===== src/design/crlf_pkg.sv =====
`default_nettype none

package crlf_pkg;

    localparam logic [7:0] CHAR_CR = 8'h0d;
    localparam logic [7:0] CHAR_LF = 8'h0a;

    localparam logic KIND_BYTE = 1'b0;
    localparam logic KIND_REQ  = 1'b1;

    typedef enum logic [1:0] {
        ST_IDLE,
        ST_EMPTY,
        ST_READ,
        ST_DATA
    } t_state;

    // controller -> datapath
    typedef struct packed {
        logic rx_byte;      // store or interpret one received byte
        logic req_empty;    // request that yields one empty result
        logic drain_start;  // request on a complete, non-empty line
        logic load_empty;   // load the empty result into the output register
        logic load_byte;    // load the current stored byte into the output register
        logic idx_inc;      // advance the replay index
        logic drain_end;    // clear the line state after the last byte
    } t_cmd;

    // datapath -> controller
    typedef struct packed {
        logic line_done;
        logic count_zero;
        logic idx_last;
        logic out_free;
    } t_status;

endpackage

`default_nettype wire


===== src/design/crlf_line_receive_buffer.sv =====
// CRLF-terminated line receiver.
// Slave channel: one transaction per input item. tuser[0] is the kind
// (0 = received byte in tdata, 1 = service request; tdata ignored).
// Bytes collect in a line store until CR LF completes the line; CR followed
// by anything else drops the partial line. Bytes arriving on a complete line
// are ignored.
// Master channel: one transaction per result. tdata is the line byte,
// tuser[0] marks a stored byte, tuser[1] the blink flag, tlast the final
// result of a request.
// Flow: received bytes may follow back to back. A request on a complete line
// of N bytes gives N results, each by a store read and then an output
// register load, and the slave side stays busy until the last one is loaded;
// any other request gives one empty result, and the slave side stays busy
// until it is loaded. The output register holds a result while the master side
// stalls, and the replay waits until the register frees up.
// Reset: line state, blink phase and the output register clear; the line
// store is not cleared, and only entries of the current line are replayed.
`default_nettype none

module crlf_line_receive_buffer #(
    parameter int LINE_DEPTH = 64
) (
    input  wire logic       i_clk,
    input  wire logic       i_rst_n,
    input  wire logic       i_s_tvalid,
    output logic            o_s_tready,
    input  wire logic [7:0] i_s_tdata,   // [7:0] rx_byte
    input  wire logic [0:0] i_s_tuser,   // [0] kind
    output logic            o_m_tvalid,
    input  wire logic       i_m_tready,
    output logic [7:0]      o_m_tdata,   // [7:0] line_byte
    output logic [1:0]      o_m_tuser,   // [0] byte_valid, [1] blink
    output logic            o_m_tlast
);

    import crlf_pkg::*;

    t_cmd    w_cmd;
    t_status w_sts;

    crlf_ctrl u_ctrl (
        .i_clk      (i_clk),
        .i_rst_n    (i_rst_n),
        .i_in_valid (i_s_tvalid),
        .i_in_kind  (i_s_tuser[0]),
        .o_in_ready (o_s_tready),
        .i_sts      (w_sts),
        .o_cmd      (w_cmd)
    );

    crlf_dp #(
        .LINE_DEPTH (LINE_DEPTH)
    ) u_dp (
        .i_clk      (i_clk),
        .i_rst_n    (i_rst_n),
        .i_cmd      (w_cmd),
        .o_sts      (w_sts),
        .i_rx_byte  (i_s_tdata),
        .o_m_tvalid (o_m_tvalid),
        .i_m_tready (i_m_tready),
        .o_m_tdata  (o_m_tdata),
        .o_m_tuser  (o_m_tuser),
        .o_m_tlast  (o_m_tlast)
    );

    // a request always holds off the input in the cycle after its acceptance
    a_req_busy: assert property (@(posedge i_clk) disable iff (!i_rst_n)
        (i_s_tvalid && o_s_tready && (i_s_tuser[0] == KIND_REQ)) |=> !o_s_tready)
        else $error("input accepted right after a service request");

    // an empty result is always the only and final one
    a_empty_last: assert property (@(posedge i_clk) disable iff (!i_rst_n)
        (o_m_tvalid && !o_m_tuser[0]) |-> o_m_tlast)
        else $error("empty result without last");

    // blink only on empty results
    a_blink_empty: assert property (@(posedge i_clk) disable iff (!i_rst_n)
        (o_m_tvalid && o_m_tuser[1]) |-> !o_m_tuser[0])
        else $error("blink set on a stored byte");

    // control never loads both result kinds at once
    a_one_load: assert property (@(posedge i_clk) disable iff (!i_rst_n)
        !(w_cmd.load_empty && w_cmd.load_byte))
        else $error("two result loads in one cycle");

endmodule

`default_nettype wire


===== src/design/crlf_ram.sv =====
`default_nettype none

module crlf_ram #(
    parameter int WIDTH = 8,
    parameter int DEPTH = 64
) (
    input  wire logic                     i_clk,
    input  wire logic                     i_we,
    input  wire logic [$clog2(DEPTH)-1:0] i_waddr,
    input  wire logic [WIDTH-1:0]         i_wdata,
    input  wire logic [$clog2(DEPTH)-1:0] i_raddr,
    output logic      [WIDTH-1:0]         o_rdata
);

    logic [WIDTH-1:0] r_mem [DEPTH];
    logic [WIDTH-1:0] r_rdata;

    always_ff @(posedge i_clk) begin
        if (i_we) begin
            r_mem[i_waddr] <= i_wdata;
        end
        r_rdata <= r_mem[i_raddr];
    end

    assign o_rdata = r_rdata;

endmodule

`default_nettype wire


===== src/design/crlf_ctrl.sv =====
`default_nettype none

module crlf_ctrl (
    input  wire logic              i_clk,
    input  wire logic              i_rst_n,
    input  wire logic              i_in_valid,
    input  wire logic              i_in_kind,
    output logic                   o_in_ready,
    input  wire crlf_pkg::t_status i_sts,
    output crlf_pkg::t_cmd         o_cmd
);

    import crlf_pkg::*;

    t_state r_state;
    t_state n_state;
    logic   w_acc;

    always_ff @(posedge i_clk) begin
        if (!i_rst_n) begin
            r_state <= ST_IDLE;
        end else begin
            r_state <= n_state;
        end
    end

    assign o_in_ready = (r_state == ST_IDLE);
    assign w_acc      = i_in_valid && o_in_ready;

    always_comb begin
        n_state = r_state;
        o_cmd   = '0;
        unique case (r_state)
            ST_IDLE: begin
                if (w_acc) begin
                    if (i_in_kind == KIND_BYTE) begin
                        o_cmd.rx_byte = 1'b1;
                    end else if (i_sts.line_done && !i_sts.count_zero) begin
                        o_cmd.drain_start = 1'b1;
                        n_state           = ST_READ;
                    end else begin
                        o_cmd.req_empty = 1'b1;
                        n_state         = ST_EMPTY;
                    end
                end
            end
            ST_EMPTY: begin
                if (i_sts.out_free) begin
                    o_cmd.load_empty = 1'b1;
                    n_state          = ST_IDLE;
                end
            end
            ST_READ: begin
                // read data is registered, so it shows up in the cycle after the address
                n_state = ST_DATA;
            end
            ST_DATA: begin
                if (i_sts.out_free) begin
                    o_cmd.load_byte = 1'b1;
                    if (i_sts.idx_last) begin
                        o_cmd.drain_end = 1'b1;
                        n_state         = ST_IDLE;
                    end else begin
                        o_cmd.idx_inc = 1'b1;
                        n_state       = ST_READ;
                    end
                end
            end
            default: begin
                n_state = ST_IDLE;
            end
        endcase
    end

endmodule

`default_nettype wire


===== src/design/crlf_dp.sv =====
`default_nettype none

module crlf_dp #(
    parameter int LINE_DEPTH = 64
) (
    input  wire logic              i_clk,
    input  wire logic              i_rst_n,
    input  wire crlf_pkg::t_cmd    i_cmd,
    output crlf_pkg::t_status      o_sts,
    input  wire logic [7:0]        i_rx_byte,
    output logic                   o_m_tvalid,
    input  wire logic              i_m_tready,
    output logic [7:0]             o_m_tdata,
    output logic [1:0]             o_m_tuser,
    output logic                   o_m_tlast
);

    import crlf_pkg::*;

    localparam int CW = $clog2(LINE_DEPTH);
    localparam logic [CW-1:0] CNT_MAX = CW'(LINE_DEPTH - 1);

    logic [CW-1:0] r_count, n_count;
    logic          r_seen_cr, n_seen_cr;
    logic          r_line_done, n_line_done;
    logic          r_phase, n_phase;
    logic          r_blink_pend, n_blink_pend;
    logic [CW-1:0] r_idx, n_idx;

    logic          r_out_valid, n_out_valid;
    logic [7:0]    r_out_data, n_out_data;
    logic          r_out_bv, n_out_bv;
    logic          r_out_last, n_out_last;
    logic          r_out_blink, n_out_blink;

    logic          w_we;
    logic [7:0]    w_rdata;
    logic          w_out_free;
    logic          w_idx_last;

    crlf_ram #(
        .WIDTH (8),
        .DEPTH (LINE_DEPTH)
    ) u_store (
        .i_clk   (i_clk),
        .i_we    (w_we),
        .i_waddr (r_count),
        .i_wdata (i_rx_byte),
        .i_raddr (r_idx),
        .o_rdata (w_rdata)
    );

    assign w_out_free = !r_out_valid || i_m_tready;
    assign w_idx_last = (r_idx == (r_count - CW'(1)));

    always_comb begin
        n_count      = r_count;
        n_seen_cr    = r_seen_cr;
        n_line_done  = r_line_done;
        n_phase      = r_phase;
        n_blink_pend = r_blink_pend;
        n_idx        = r_idx;
        w_we         = 1'b0;

        if (i_cmd.rx_byte && !r_line_done) begin
            if (r_seen_cr) begin
                if (i_rx_byte != CHAR_LF) begin
                    // CR not followed by LF: drop the partial line
                    n_count   = '0;
                    n_seen_cr = 1'b0;
                end else begin
                    n_line_done = 1'b1;
                end
            end else if (i_rx_byte == CHAR_CR) begin
                n_seen_cr = 1'b1;
            end else begin
                w_we    = 1'b1;
                n_count = (r_count == CNT_MAX) ? '0 : r_count + CW'(1);
            end
        end

        if (i_cmd.req_empty) begin
            if (r_line_done) begin
                n_count      = '0;
                n_seen_cr    = 1'b0;
                n_line_done  = 1'b0;
                n_blink_pend = 1'b0;
            end else begin
                // flag every second no-line request
                n_phase      = !r_phase;
                n_blink_pend = r_phase;
            end
        end

        if (i_cmd.drain_start) begin
            n_idx = '0;
        end
        if (i_cmd.idx_inc) begin
            n_idx = r_idx + CW'(1);
        end
        if (i_cmd.drain_end) begin
            n_count     = '0;
            n_seen_cr   = 1'b0;
            n_line_done = 1'b0;
        end
    end

    always_comb begin
        n_out_valid = r_out_valid;
        n_out_data  = r_out_data;
        n_out_bv    = r_out_bv;
        n_out_last  = r_out_last;
        n_out_blink = r_out_blink;
        if (i_cmd.load_empty) begin
            n_out_valid = 1'b1;
            n_out_data  = '0;
            n_out_bv    = 1'b0;
            n_out_last  = 1'b1;
            n_out_blink = r_blink_pend;
        end else if (i_cmd.load_byte) begin
            n_out_valid = 1'b1;
            n_out_data  = w_rdata;
            n_out_bv    = 1'b1;
            n_out_last  = w_idx_last;
            n_out_blink = 1'b0;
        end else if (i_m_tready) begin
            n_out_valid = 1'b0;
        end
    end

    always_ff @(posedge i_clk) begin
        if (!i_rst_n) begin
            r_count     <= '0;
            r_seen_cr   <= 1'b0;
            r_line_done <= 1'b0;
            r_phase     <= 1'b0;
            r_out_valid <= 1'b0;
        end else begin
            r_count     <= n_count;
            r_seen_cr   <= n_seen_cr;
            r_line_done <= n_line_done;
            r_phase     <= n_phase;
            r_out_valid <= n_out_valid;
        end
    end

    always_ff @(posedge i_clk) begin
        r_blink_pend <= n_blink_pend;
        r_idx        <= n_idx;
        r_out_data   <= n_out_data;
        r_out_bv     <= n_out_bv;
        r_out_last   <= n_out_last;
        r_out_blink  <= n_out_blink;
    end

    assign o_sts.line_done  = r_line_done;
    assign o_sts.count_zero = (r_count == '0);
    assign o_sts.idx_last   = w_idx_last;
    assign o_sts.out_free   = w_out_free;

    assign o_m_tvalid = r_out_valid;
    assign o_m_tdata  = r_out_data;
    assign o_m_tuser  = {r_out_blink, r_out_bv};
    assign o_m_tlast  = r_out_last;

endmodule

`default_nettype wire


===== config.mk =====
export PLATFORM = sky130hd
export DESIGN_NAME = crlf_line_receive_buffer
export DESIGN_NICKNAME = d
export VERILOG_FILES = /design/src/design/crlf_pkg.sv /design/src/design/crlf_line_receive_buffer.sv /design/src/design/crlf_ram.sv /design/src/design/crlf_ctrl.sv /design/src/design/crlf_dp.sv
export SDC_FILE = /design/constraint.sdc
export NUM_CORES = 1
export LEC_CHECK = 0
export BUFFER_PORTS_ARGS = -buffer_cell sky130_fd_sc_hd__clkbuf_2
export CAP_MARGIN = 10
export CORE_MARGIN = 5
export CORE_UTILIZATION = 61
export DETAILED_ROUTE_END_ITERATION = 8
export HOLD_SLACK_MARGIN = 0.06
export PLACE_DENSITY = 0.83
export REMOVE_ABC_BUFFERS = 1
export SYNTH_ARGS = -nofsm -noshare
export SYNTH_HDL_FRONTEND = slang
export SYNTH_SLANG_ARGS = --single-unit

===== constraint.sdc =====
create_clock -name i_clk -period 3.4 [get_ports i_clk]
set_clock_uncertainty 0.2 [all_clocks]
set_input_delay 0.51 -clock i_clk [delete_from_list [all_inputs] [get_ports i_clk]]
set_output_delay 0.51 -clock i_clk [all_outputs]
set_load 0.005 [all_outputs]

==> results.toml, run 1 <==
[sta]
hold_violations = 0
max_slew_margin_pct = 31.8
fin_crit_sh_pct = 94.6
final_max_slew_viol_count = 0
worst_pin_slew_ns = 1.02
fin_crit_ns = 3.22
rsz0062_at_grt = "no"
fmax_mhz = 311
hold_slack_ns = 0.169
setup_viol = 0

[clock_tree]
cts_tree = "done"
cts_root_buffer = "clkbuf_16"
cts_sinks = 550
clk_latency_ns = 0.60
cts_max_path_buffers = 3
post-cts-setup-buffers = 0
clk_pin_slew_ns = 0.06
h-tree-depth = 2
cts_inserted_buffers = 53

[synth]
synthesis.area_sq_um = 21900
synth_fa_ha_area_share_pct = 0.228
synthMuxAreaShare_pct = 13.9
ys_types = 75
ys_warn_count = 0
synth_top_family_by_area = "multiplexers"
netlist.area_leader.share_pct = 71.2
synthTopCellsByCount = "520 x edfxtp_1, 90 x mux4_2, 83 x mux2i_1, 81 x nor2_1, 44 x nand2_1"
synthTopCellsByArea = "edfxtp_1 71%, mux4_2 9.2%, mux2i_1 3.8%"
seq_area_frac_synth_pct = 73.9
ys_ff_latch = 550
syn_area_per_cell_sq_um = 18.6
synthSimpleGateAreaFrac_pct = 4.48
synth_compound_area_share_pct = 4.62
synthXorXnorAreaFrac_pct = 0.439
synth.most_common_cell = "edfxtp_1"
synth_largest_area_cell = "edfxtp_1"
ys.flop_type = "edfxtp_1"
syn_inst = 1178
async_flop_share_pct = 0
synth_edf_count = 520

[floorplanning]
start_util_pct = 61.7
num_rows = 69
core_sq_um = 35600
die_area_sq_um = 39800
io_pins = 26
die_x_um = 200
die_h_um = 200

[detailed_routing]
vias = 12020
drtIter0Drc = 2032
drc_errors = 0
firstDrtPassIters = 5
viasPerCell = 6.83
wire_per_inst_um = 29.7
postRouteAntennaNets = 0
routed_wl_mm = 52.4

[layout]
diodes = 0
nets = 1272
final_area_sq_um = 24600
syn_to_final_growth_pct = 12.2
fillers = 2138
final_layout_size_suffix_gt1_share_pct = 22.2

[power_and_ir_drop]
powerDensity_nw_per_um2 = 555
leakagePower_nw = 7.71
finalPower_mw = 13.7
ir_drop_uv = 386

[placed_design]
numPortBuffers = 25
hpwl_mm = 31.5
routabilityCongestion = 0.990
post_dp_cell_area_sq_um = 22800

[global_routing]
overflow = 0
antenna_found_initial = 1
grt_pass1_wl_mm = 78.4
track_usage_pct = 26.9
grt_max_degree = 66
grt_pass1_vias = 12032

[worst_setup_path]
path_max_fanout = 8
end_kind = "flip-flop"
arrival_ns = 3.22
start_kind = "flip-flop"
cp.required_ns = 3.40
path_class = "flip-flop to flip-flop"

[run_status]
outcome = "completed"

[min_path]
hold_class = "input pin to flip-flop"

[flow_run]
maxCapViolations = 0
## cell type report
class                           instances  area [sq um]  area share (%)
Clock inverter                         34           409            1.66
Timing Repair Buffer                   95           768            3.12
Clock buffer                           66          1390            5.63
Sequential cell                       550         16200            65.9
Tap cell                              461           577            2.34
Multi-Input combinational cell        542          5200            21.1
Inverter                               13          48.8           0.198
## metrics by stage
| stage | setup TNS, ns | std cells | setup WS (ns) | utilization (%) |
|---|---|---|---|---|
| 6_report | 0 | 1761 | 0.182 | 69.2 |
| 5_1_grt | 0 | 1761 | 0.0786 | 69.2 |
| 4_1_cts | 0 | 1761 | 0.175 | 69.2 |
| 3_5_place_dp | -2.41 | 1659 | -0.138 | 64.1 |
| 3_3_place_gp | -0.616 | 1659 | -0.0437 | 64.1 |
| 2_1_floorplan | -61.47 | 1105 | -2.75 | - |
## worst max-delay path, cell delays in order, from the launching register on
cell     delay [ns]
dfxtp_1        0.38
nor4_2         0.33
and3_1         0.30
nand2_1        0.14
or4_1          0.64
nor3_1         0.86
## final timing paths
| check | start | endpoint | slack (ns) | depth (start not counted) |
|---|---|---|---|---|
| worst min register to register | u_dp.o_m_tdata[7]$_SDFFE_PP0P_ | u_dp.o_m_tdata[7]$_SDFFE_PP0P_ | 0.24 | 2 |
| worst min-delay path | i_s_tvalid | u_dp.r_seen_cr$_SDFF_PP0_ | 0.17 | 5 |
| worst max register to register | u_dp.r_line_done$_SDFF_PP0_ | u_dp.u_store.r_mem[11][0]$_DFFE_PP_ | 0.18 | 5 |
| worst max-delay path | u_dp.r_line_done$_SDFF_PP0_ | u_dp.u_store.r_mem[11][0]$_DFFE_PP_ | 0.18 | 5 |
## repair_timing
| item | in CTS | in global routing |
|---|---|---|
| endpoints found under the setup margin | 0 | 14 |
| hold buffers | 2 | 0 |
| endpoints found under the hold margin | 5 | 0 |
| gates resized for setup | 0 | 2 |
## layer usage
layer  vias up  wire, um  global-route usage, %
met5         -        13                      0
met1      6076     19100                   37.5
met3       180      5790                   6.04
li1       4925         -                      -
met2       837     25100                   42.4
met4         2      2300                   10.5
## sequential cells by signal, summed over array words and instances, names as in the netlist
name / flops
u_ctrl.r_state: 2
u_dp.o_m_tdata: 8
u_dp.o_m_tlast: 1
u_dp.o_m_tvalid: 1
u_dp.r_blink_pend: 1
u_dp.r_count: 6
u_dp.r_idx: 6
u_dp.r_line_done: 1
u_dp.r_out_blink: 1
u_dp.r_out_bv: 1
u_dp.r_phase: 1
u_dp.r_seen_cr: 1
u_dp.u_store.o_rdata: 8
u_dp.u_store.r_mem: 512
## cells in the final DEF, fill, tap and decap left out, types with 5 or more instances in the layout
cell / Yosys / layout
edfxtp_1: 520 / 520
mux4_2: 90 / 90
mux2i_1: 83 / 83
nor2_1: 81 / 81
buf_4: 12 / 59
clkbuf_16: 0 / 53
nand2_1: 44 / 44
dfxtp_1: 30 / 30
nand3_1: 26 / 26
clkbuf_2: 1 / 25
a21oi_1: 22 / 22
o21ai_0: 17 / 16
o221ai_1: 13 / 13
inv_1: 12 / 12
clkbuf_1: 17 / 12
a211oi_1: 10 / 10
clkinv_1: 1 / 10
o22ai_1: 10 / 10
buf_12: 1 / 9
a221oi_1: 8 / 8
mux2_2: 8 / 8
o211ai_1: 8 / 8
bufinv_16: 0 / 8
clkinv_2: 0 / 7
nor2b_1: 6 / 6
xor2_1: 6 / 6
or3_1: 5 / 5
xnor2_1: 5 / 5
## kinds of logic after synthesis
| group | count (synthesis) |
|---|---|
| muxes | 185 |
| buffers and inverters | 86 |
| DFF | 550 |
| AOI/OAI and AO/OA | 137 |
| and+or+nand+nor | 205 |
| xor gates and xnor gates | 11 |
| adders and majority gates | 4 |
## report_power, final
part           switching, mW  total (mW)  internal (mW)  leakage, nW
clock                   2.50        6.02           3.52        0.869
combinational          0.172       0.215         0.0434         1.91
sequential           0.00937        7.42           7.41         4.93
total                   2.68        13.7           11.0         7.71
Note: power is estimated with default switching activity, not from simulation.
==> run 2, diff against run 1 <==
==> constraint.sdc (replaced) <==
create_clock -name i_clk -period 3.4 [get_ports i_clk]
set_clock_uncertainty 0.2 [all_clocks]
set_input_delay 0.34 -clock i_clk [delete_from_list [all_inputs] [get_ports i_clk]]
set_output_delay 0.34 -clock i_clk [all_outputs]
set_load 0.005 [all_outputs]
==> run 2 against run 1 <==
Maximum frequency decreased by 0.56%. Sequential power is essentially flat. Largest cell class unchanged. Die area unchanged. Wire length rose by 0.35%. Sequential cell count did not move. Largest power group unchanged. Combinational power up 2%. Utilization decreased by 0.053 points. Critical path depth is the same. Total power is 2.1% lower. Worst setup slack worse by 0.018 ns. Final area barely moved. Sequential share of layout area increased by 0.050 points.
==> results.toml, run 2 (synthesis gave the netlist of run 1 again) <==
[floorplanning]
num_rows = 69
die_h_um = 200
start_util_pct = 61.7
die_x_um = 200
core_sq_um = 35600
io_pins = 26
die_area_sq_um = 39800

[detailed_routing]
wire_per_inst_um = 29.9
drtIter0Drc = 1943
drc_errors = 0
routed_wl_mm = 52.6
firstDrtPassIters = 6
postRouteAntennaNets = 0
vias = 12030
viasPerCell = 6.84

[placed_design]
hpwl_mm = 31.7
dpl_worst_slack_ns = 0.0692
routabilityCongestion = 0.965
numPortBuffers = 25
post_dp_cell_area_sq_um = 22800

[clock_tree]
clk_pin_slew_ns = 0.06
cts_sinks = 550
cts_inserted_buffers = 53
cts_root_buffer = "clkbuf_16"
h-tree-depth = 2
clk_latency_ns = 0.59
cts_tree = "done"
post-cts-setup-buffers = 0
cts_max_path_buffers = 3

[power_and_ir_drop]
ir_drop_uv = 462
powerDensity_nw_per_um2 = 544
leakagePower_nw = 7.70

[run_status]
outcome = "completed"

[layout]
seq_area_sq_um = 16200
diodes = 0
largest_register_ffs = 512
fin_util_pct = 69.1
multiInputGateArea_sq_um = 5220
fillers = 2119
syn_to_final_growth_pct = 12.1
final_common_cell = "edfxtp_1"
final_layout_size_suffix_gt1_share_pct = 21.8
final_area_sq_um = 24600
regMostFlops = "u_dp.u_store.r_mem"
layout_common_cells = "520 x edfxtp_1, 90 x mux4_2, 83 x mux2i_1, 81 x nor2_1"
nets = 1274

[worst_setup_path]
path_class = "flip-flop to flip-flop"
path_max_fanout = 8
cp.required_ns = 3.40
end_kind = "flip-flop"
arrival_ns = 3.23
start_kind = "flip-flop"

[global_routing]
antenna_found_initial = 0
grt_pass1_vias = 11987
grt_max_degree = 66
track_usage_pct = 26.8
grt_pass1_wl_mm = 78.1
overflow = 0

[sta]
max_slew_margin_pct = 31.8
final_max_slew_viol_count = 0
fin_crit_ns = 3.24
rsz0062_at_grt = "no"
hold_violations = 0
setup_ws_ns = 0.164
worst_pin_slew_ns = 1.01
setup_viol = 0
fmax_mhz = 309
fin_crit_sh_pct = 95.2

[flow_run]
maxCapViolations = 0

[min_path]
hold_class = "flip-flop to flip-flop"
==> run 2: cell types whose count changed in the layout (fill, tap and decap cells not counted), moves of 2 or more <==
| cell | before | now |
|---|---|---|
| bufinv_16 | 8 | 4 |
| inv_6 | 2 | 0 |
| inv_16 | 0 | 3 |
| nor3_1 | 4 | 2 |
| nor3_2 | 1 | 3 |
| dlygate4sd3_1 | 2 | 7 |
| buf_12 | 9 | 12 |
| clkinv_4 | 4 | 0 |
| buf_4 | 59 | 53 |
==> run 2: worst paths after layout <==
path	start	cells after the start	slack, ns	endpoint
worst max register to register	u_dp.r_line_done$_SDFF_PP0_	5	0.16	u_dp.u_store.r_mem[13][6]$_DFFE_PP_
worst min register to register	u_dp.o_m_tdata[3]$_SDFFE_PP0P_	2	0.24	u_dp.o_m_tdata[3]$_SDFFE_PP0P_
worst max-delay path	u_dp.r_line_done$_SDFF_PP0_	5	0.16	u_dp.u_store.r_mem[13][6]$_DFFE_PP_
worst min-delay path	u_dp.o_m_tdata[3]$_SDFFE_PP0P_	2	0.24	u_dp.o_m_tdata[3]$_SDFFE_PP0P_
==> run 2: layout make-up <==
| cell class | instances | share of cell area [%] |
|---|---|---|
| flip-flops and latches | 550 | 66.0 |
| well taps | 461 | 2.35 |
| clock buffers | 68 | 5.71 |
| multi-input cells | 542 | 21.2 |
| repair buffers | 97 | 3.39 |
| inverters | 13 | 0.198 |
| clock inverters | 27 | 1.18 |
==> run 2: stage by stage <==
stage          hold slack [ns]  TNS [ns]  cells  power (mW)
6_report                 0.240         0   1758        13.4
4_1_cts                  0.243         0   1758        13.4
3_3_place_gp             0.226         0   1656        7.77
3_5_place_dp             0.232         0   1656        7.78
2_1_floorplan            0.230    -61.47   1105        7.62
5_1_grt                  0.264         0   1758        13.8
==> run 2: layer usage <==
| metal | GRT usage (%) | up-vias | wire length (um) |
|---|---|---|---|
| li1 | - | 4932 | - |
| met1 | 38.2 | 6106 | 19400 |
| met2 | 42.7 | 840 | 25600 |
| met3 | 5.23 | 152 | 5430 |
| met4 | 9.11 | 0 | 2090 |
| met5 | 0 | - | 0 |
==> run 2: power breakdown <==
part | total (mW) | leakage [nW] | internal [mW] | switching (mW)
Combinational | 0.219 | 1.95 | 0.0470 | 0.172
Sequential | 7.42 | 4.93 | 7.42 | 0.00883
Clock | 5.74 | 0.820 | 3.24 | 2.49
==> run 2: what timing repair did <==
action,4_1_cts,5_1_grt
hold endpoints to repair,6,0
setup endpoints to repair,0,25
resized for setup,0,4
hold buffers,7,0
==> run 2: worst max-delay path, cell delays in order, from the launching register on <==
cell and delay (ns):
dfxtp_1 0.39, nor4_2 0.35, and3_1 0.29, nand2_1 0.14
or4_1 0.64, nor4_2 0.84
==> run 3, diff against run 2 <==
--- a/config.mk
+++ b/config.mk
@@ -5,6 +5,7 @@
 export SDC_FILE = /design/constraint.sdc
 export NUM_CORES = 1
 export LEC_CHECK = 0
+export ABC_AREA = 1
 export BUFFER_PORTS_ARGS = -buffer_cell sky130_fd_sc_hd__clkbuf_2
 export CAP_MARGIN = 10
 export CORE_MARGIN = 5
==> run 3 against run 2 <==
Utilization shrank 0.73 points. Worst setup slack got worse by 0.017 ns. Synthesized area increased by 3.9%. Combinational power grew 23%. Total power decreased by 0.53%. Critical path type unchanged.
==> results.toml, run 3 <==
[synth]
async_flop_share_pct = 0
syn_inst = 1954
seq_area_frac_synth_pct = 71.2
synth_edf_count = 520
ys_ff_latch = 550
synthTopCellsByCount = "520 x edfxtp_1, 440 x nor2_1, 240 x nand2_1, 216 x o21ai_0, 139 x nand3_1"
synthesis.area_sq_um = 22800
ys_types = 39
synth.most_common_cell = "edfxtp_1"
syn_area_per_cell_sq_um = 11.7
ys_warn_count = 0
synthTopCellsByArea = "edfxtp_1 69%, nor2_1 7.2%, o21ai_0 4.7%"
ys.flop_type = "edfxtp_1"
netlist.area_leader.share_pct = 68.5
synth_largest_area_cell = "edfxtp_1"

[global_routing]
track_usage_pct = 27.2
overflow = 0
grt_pass1_vias = 14889
antenna_found_initial = 0
grt_pass1_wl_mm = 86.6
busiest_layer = "met2"
grtUsageMet2_pct = 43.3
gr-usage-met3_pct = 6.06
grt_max_degree = 181
grtUsageMet1_pct = 37.5

[power_and_ir_drop]
powerDensity_nw_per_um2 = 529
ir_drop_uv = 420
finalPower_mw = 13.3
p_comb_share_pct = 2.0
p_int_mw = 10.6
switching_share_pct = 20.1
power.share.clock_pct = 42.1
pwr-share-seq_pct = 55.9
leakagePower_nw = 8.76
p_switching_mw = 2.68

[floorplanning]
die_area_sq_um = 41300
io_pins = 26
num_rows = 70
start_util_pct = 61.9
die_x_um = 203
core_sq_um = 36800
die_h_um = 203

[placed_design]
post_dp_cell_area_sq_um = 23400
hpwl_mm = 33.5
routabilityCongestion = 0.939
dpl_worst_slack_ns = 0.00736
numPortBuffers = 25

[layout]
multiInputGateArea_sq_um = 5700
syn_to_final_growth_pct = 10.4
layout_common_cells = "520 x edfxtp_1, 440 x nor2_1, 240 x nand2_1, 216 x o21ai_0, 139 x nand3_1"
seq_area_sq_um = 16200
nets = 2010
largest_register_ffs = 512
diodes = 0
final_layout_size_suffix_gt1_share_pct = 9.28
fillers = 2462
final_area_sq_um = 25200
regMostFlops = "u_dp.u_store.r_mem"
final_common_cell = "edfxtp_1"

[sta]
tns_ns = 0
final_max_slew_viol_count = 0
fmax_mhz = 307
setup_ws_ns = 0.147
worst_pin_slew_ns = 1.31
rsz0062_at_grt = "no"
fin_crit_ns = 3.25
max_slew_margin_pct = 12.6
hold_violations = 0
setup_viol = 0
fin_crit_sh_pct = 95.7

[detailed_routing]
viasPerCell = 6.19
wire_per_inst_um = 22.6
routed_wl_mm = 56.6
firstDrtPassIters = 9
drc_errors = 0
drtIter0Drc = 2217
postRouteAntennaNets = 0
vias = 15490

[flow_run]
maxCapViolations = 0

[clock_tree]
cts_tree = "done"
cts_max_path_buffers = 3
cts_sinks = 550
cts_root_buffer = "clkbuf_16"
clk_pin_slew_ns = 0.06
h-tree-depth = 2
clk_latency_ns = 0.60
cts_inserted_buffers = 52
post-cts-setup-buffers = 0

[worst_setup_path]
end_kind = "flip-flop"
path_class = "flip-flop to flip-flop"
arrival_ns = 3.28
start_kind = "flip-flop"
rr_worst_depth = 6
cp.required_ns = 3.43
path_max_fanout = 11

[min_path]
worstHoldPathCells = 2
hold_class = "input pin to flip-flop"

[run_status]
outcome = "completed"
==> run 3: changes by cell type in the layout (fill, tap and decap cells not counted), moves of 17 or more <==
cell | before | now
mux4_2 | 90 | 0
nand3_1 | 26 | 139
o211ai_1 | 8 | 57
nor2_1 | 81 | 440
o21ai_1 | 3 | 25
nand2_1 | 44 | 240
o21ai_0 | 17 | 216
mux2i_1 | 83 | 0
inv_1 | 12 | 52
a21oi_1 | 22 | 39
==> run 3: area by class of cell <==
| class | instances | share of cell area [%] |
|---|---|---|
| Clock buffer | 72 | 5.79 |
| Clock inverter | 25 | 0.786 |
| Inverter | 63 | 0.960 |
| Multi-Input combinational cell | 1227 | 22.7 |
| Sequential cell | 550 | 64.5 |
| Tap cell | 468 | 2.33 |
| Timing Repair Buffer | 99 | 3.01 |
==> run 3: repair_timing <==
action	in CTS	in global routing
hold buffers	6	0
endpoints found under the setup margin	0	0
resized for setup	0	0
endpoints found under the hold margin	15	0
==> run 3: final timing paths <==
| kind | startpoint | endpoint | slack, ns |
|---|---|---|---|
| min | i_s_tdata[5] | u_dp.u_store.r_mem[45][5]$_DFFE_PP_ | 0.25 |
| max | u_ctrl.r_state[1]$_SDFFE_PN0P_ | u_dp.u_store.r_mem[32][2]$_DFFE_PP_ | 0.15 |
| min reg2reg | u_dp.u_store.o_rdata[0]$_DFF_P_ | u_dp.o_m_tdata[0]$_SDFFE_PP0P_ | 0.26 |
| max reg2reg | u_ctrl.r_state[1]$_SDFFE_PN0P_ | u_dp.u_store.r_mem[32][2]$_DFFE_PP_ | 0.15 |
==> run 3: cell families after synthesis <==
kind of cell,Yosys count,share of synthesized area (%)
compound gates,349,8.50
fa+ha+maj,4,0.220
simple gates,869,16.1
buf+inv,177,3.83
xor+xnor,5,0.192
flops,550,71.2
==> run 3: metrics by stage <==
stage,std cells,hold WS [ns],util [%]
2_1_floorplan,1840,0.220,-
4_1_cts,2504,0.238,68.4
6_report,2504,0.246,68.4
3_5_place_dp,2401,0.245,63.7
5_1_grt,2504,0.259,68.4
3_3_place_gp,2401,0.232,63.7
==> run 3: worst max-delay path, stage by stage, from the launching register on <==
cell and delay, ns:
dfxtp_1 0.37, nor2_4 0.16, and3_1 0.38, nand2_4 0.09
nor2_4 0.40, nand2_1 0.54, nor2_1 0.73
==> run 3: power by group through the flow <==
| stage | Sequential, mW | Combinational (mW) | Clock (mW) |
|---|---|---|---|
| 2_1_floorplan | 7.58 | 0.0829 | 0 |
| 4_1_cts | 7.44 | 0.263 | 5.62 |
| 6_report | 7.44 | 0.270 | 5.60 |
| 3_3_place_gp | 7.58 | 0.249 | 0 |
| 3_5_place_dp | 7.58 | 0.257 | 0 |
| 5_1_grt | 7.44 | 0.289 | 5.91 |
==> run 3: routing by layer <==
metal | vias up | share of wire [%]
li1 | 6968 | -
met1 | 7307 | 38
met2 | 1044 | 46
met3 | 171 | 12
met4 | 0 | 4.0
met5 | - | 0
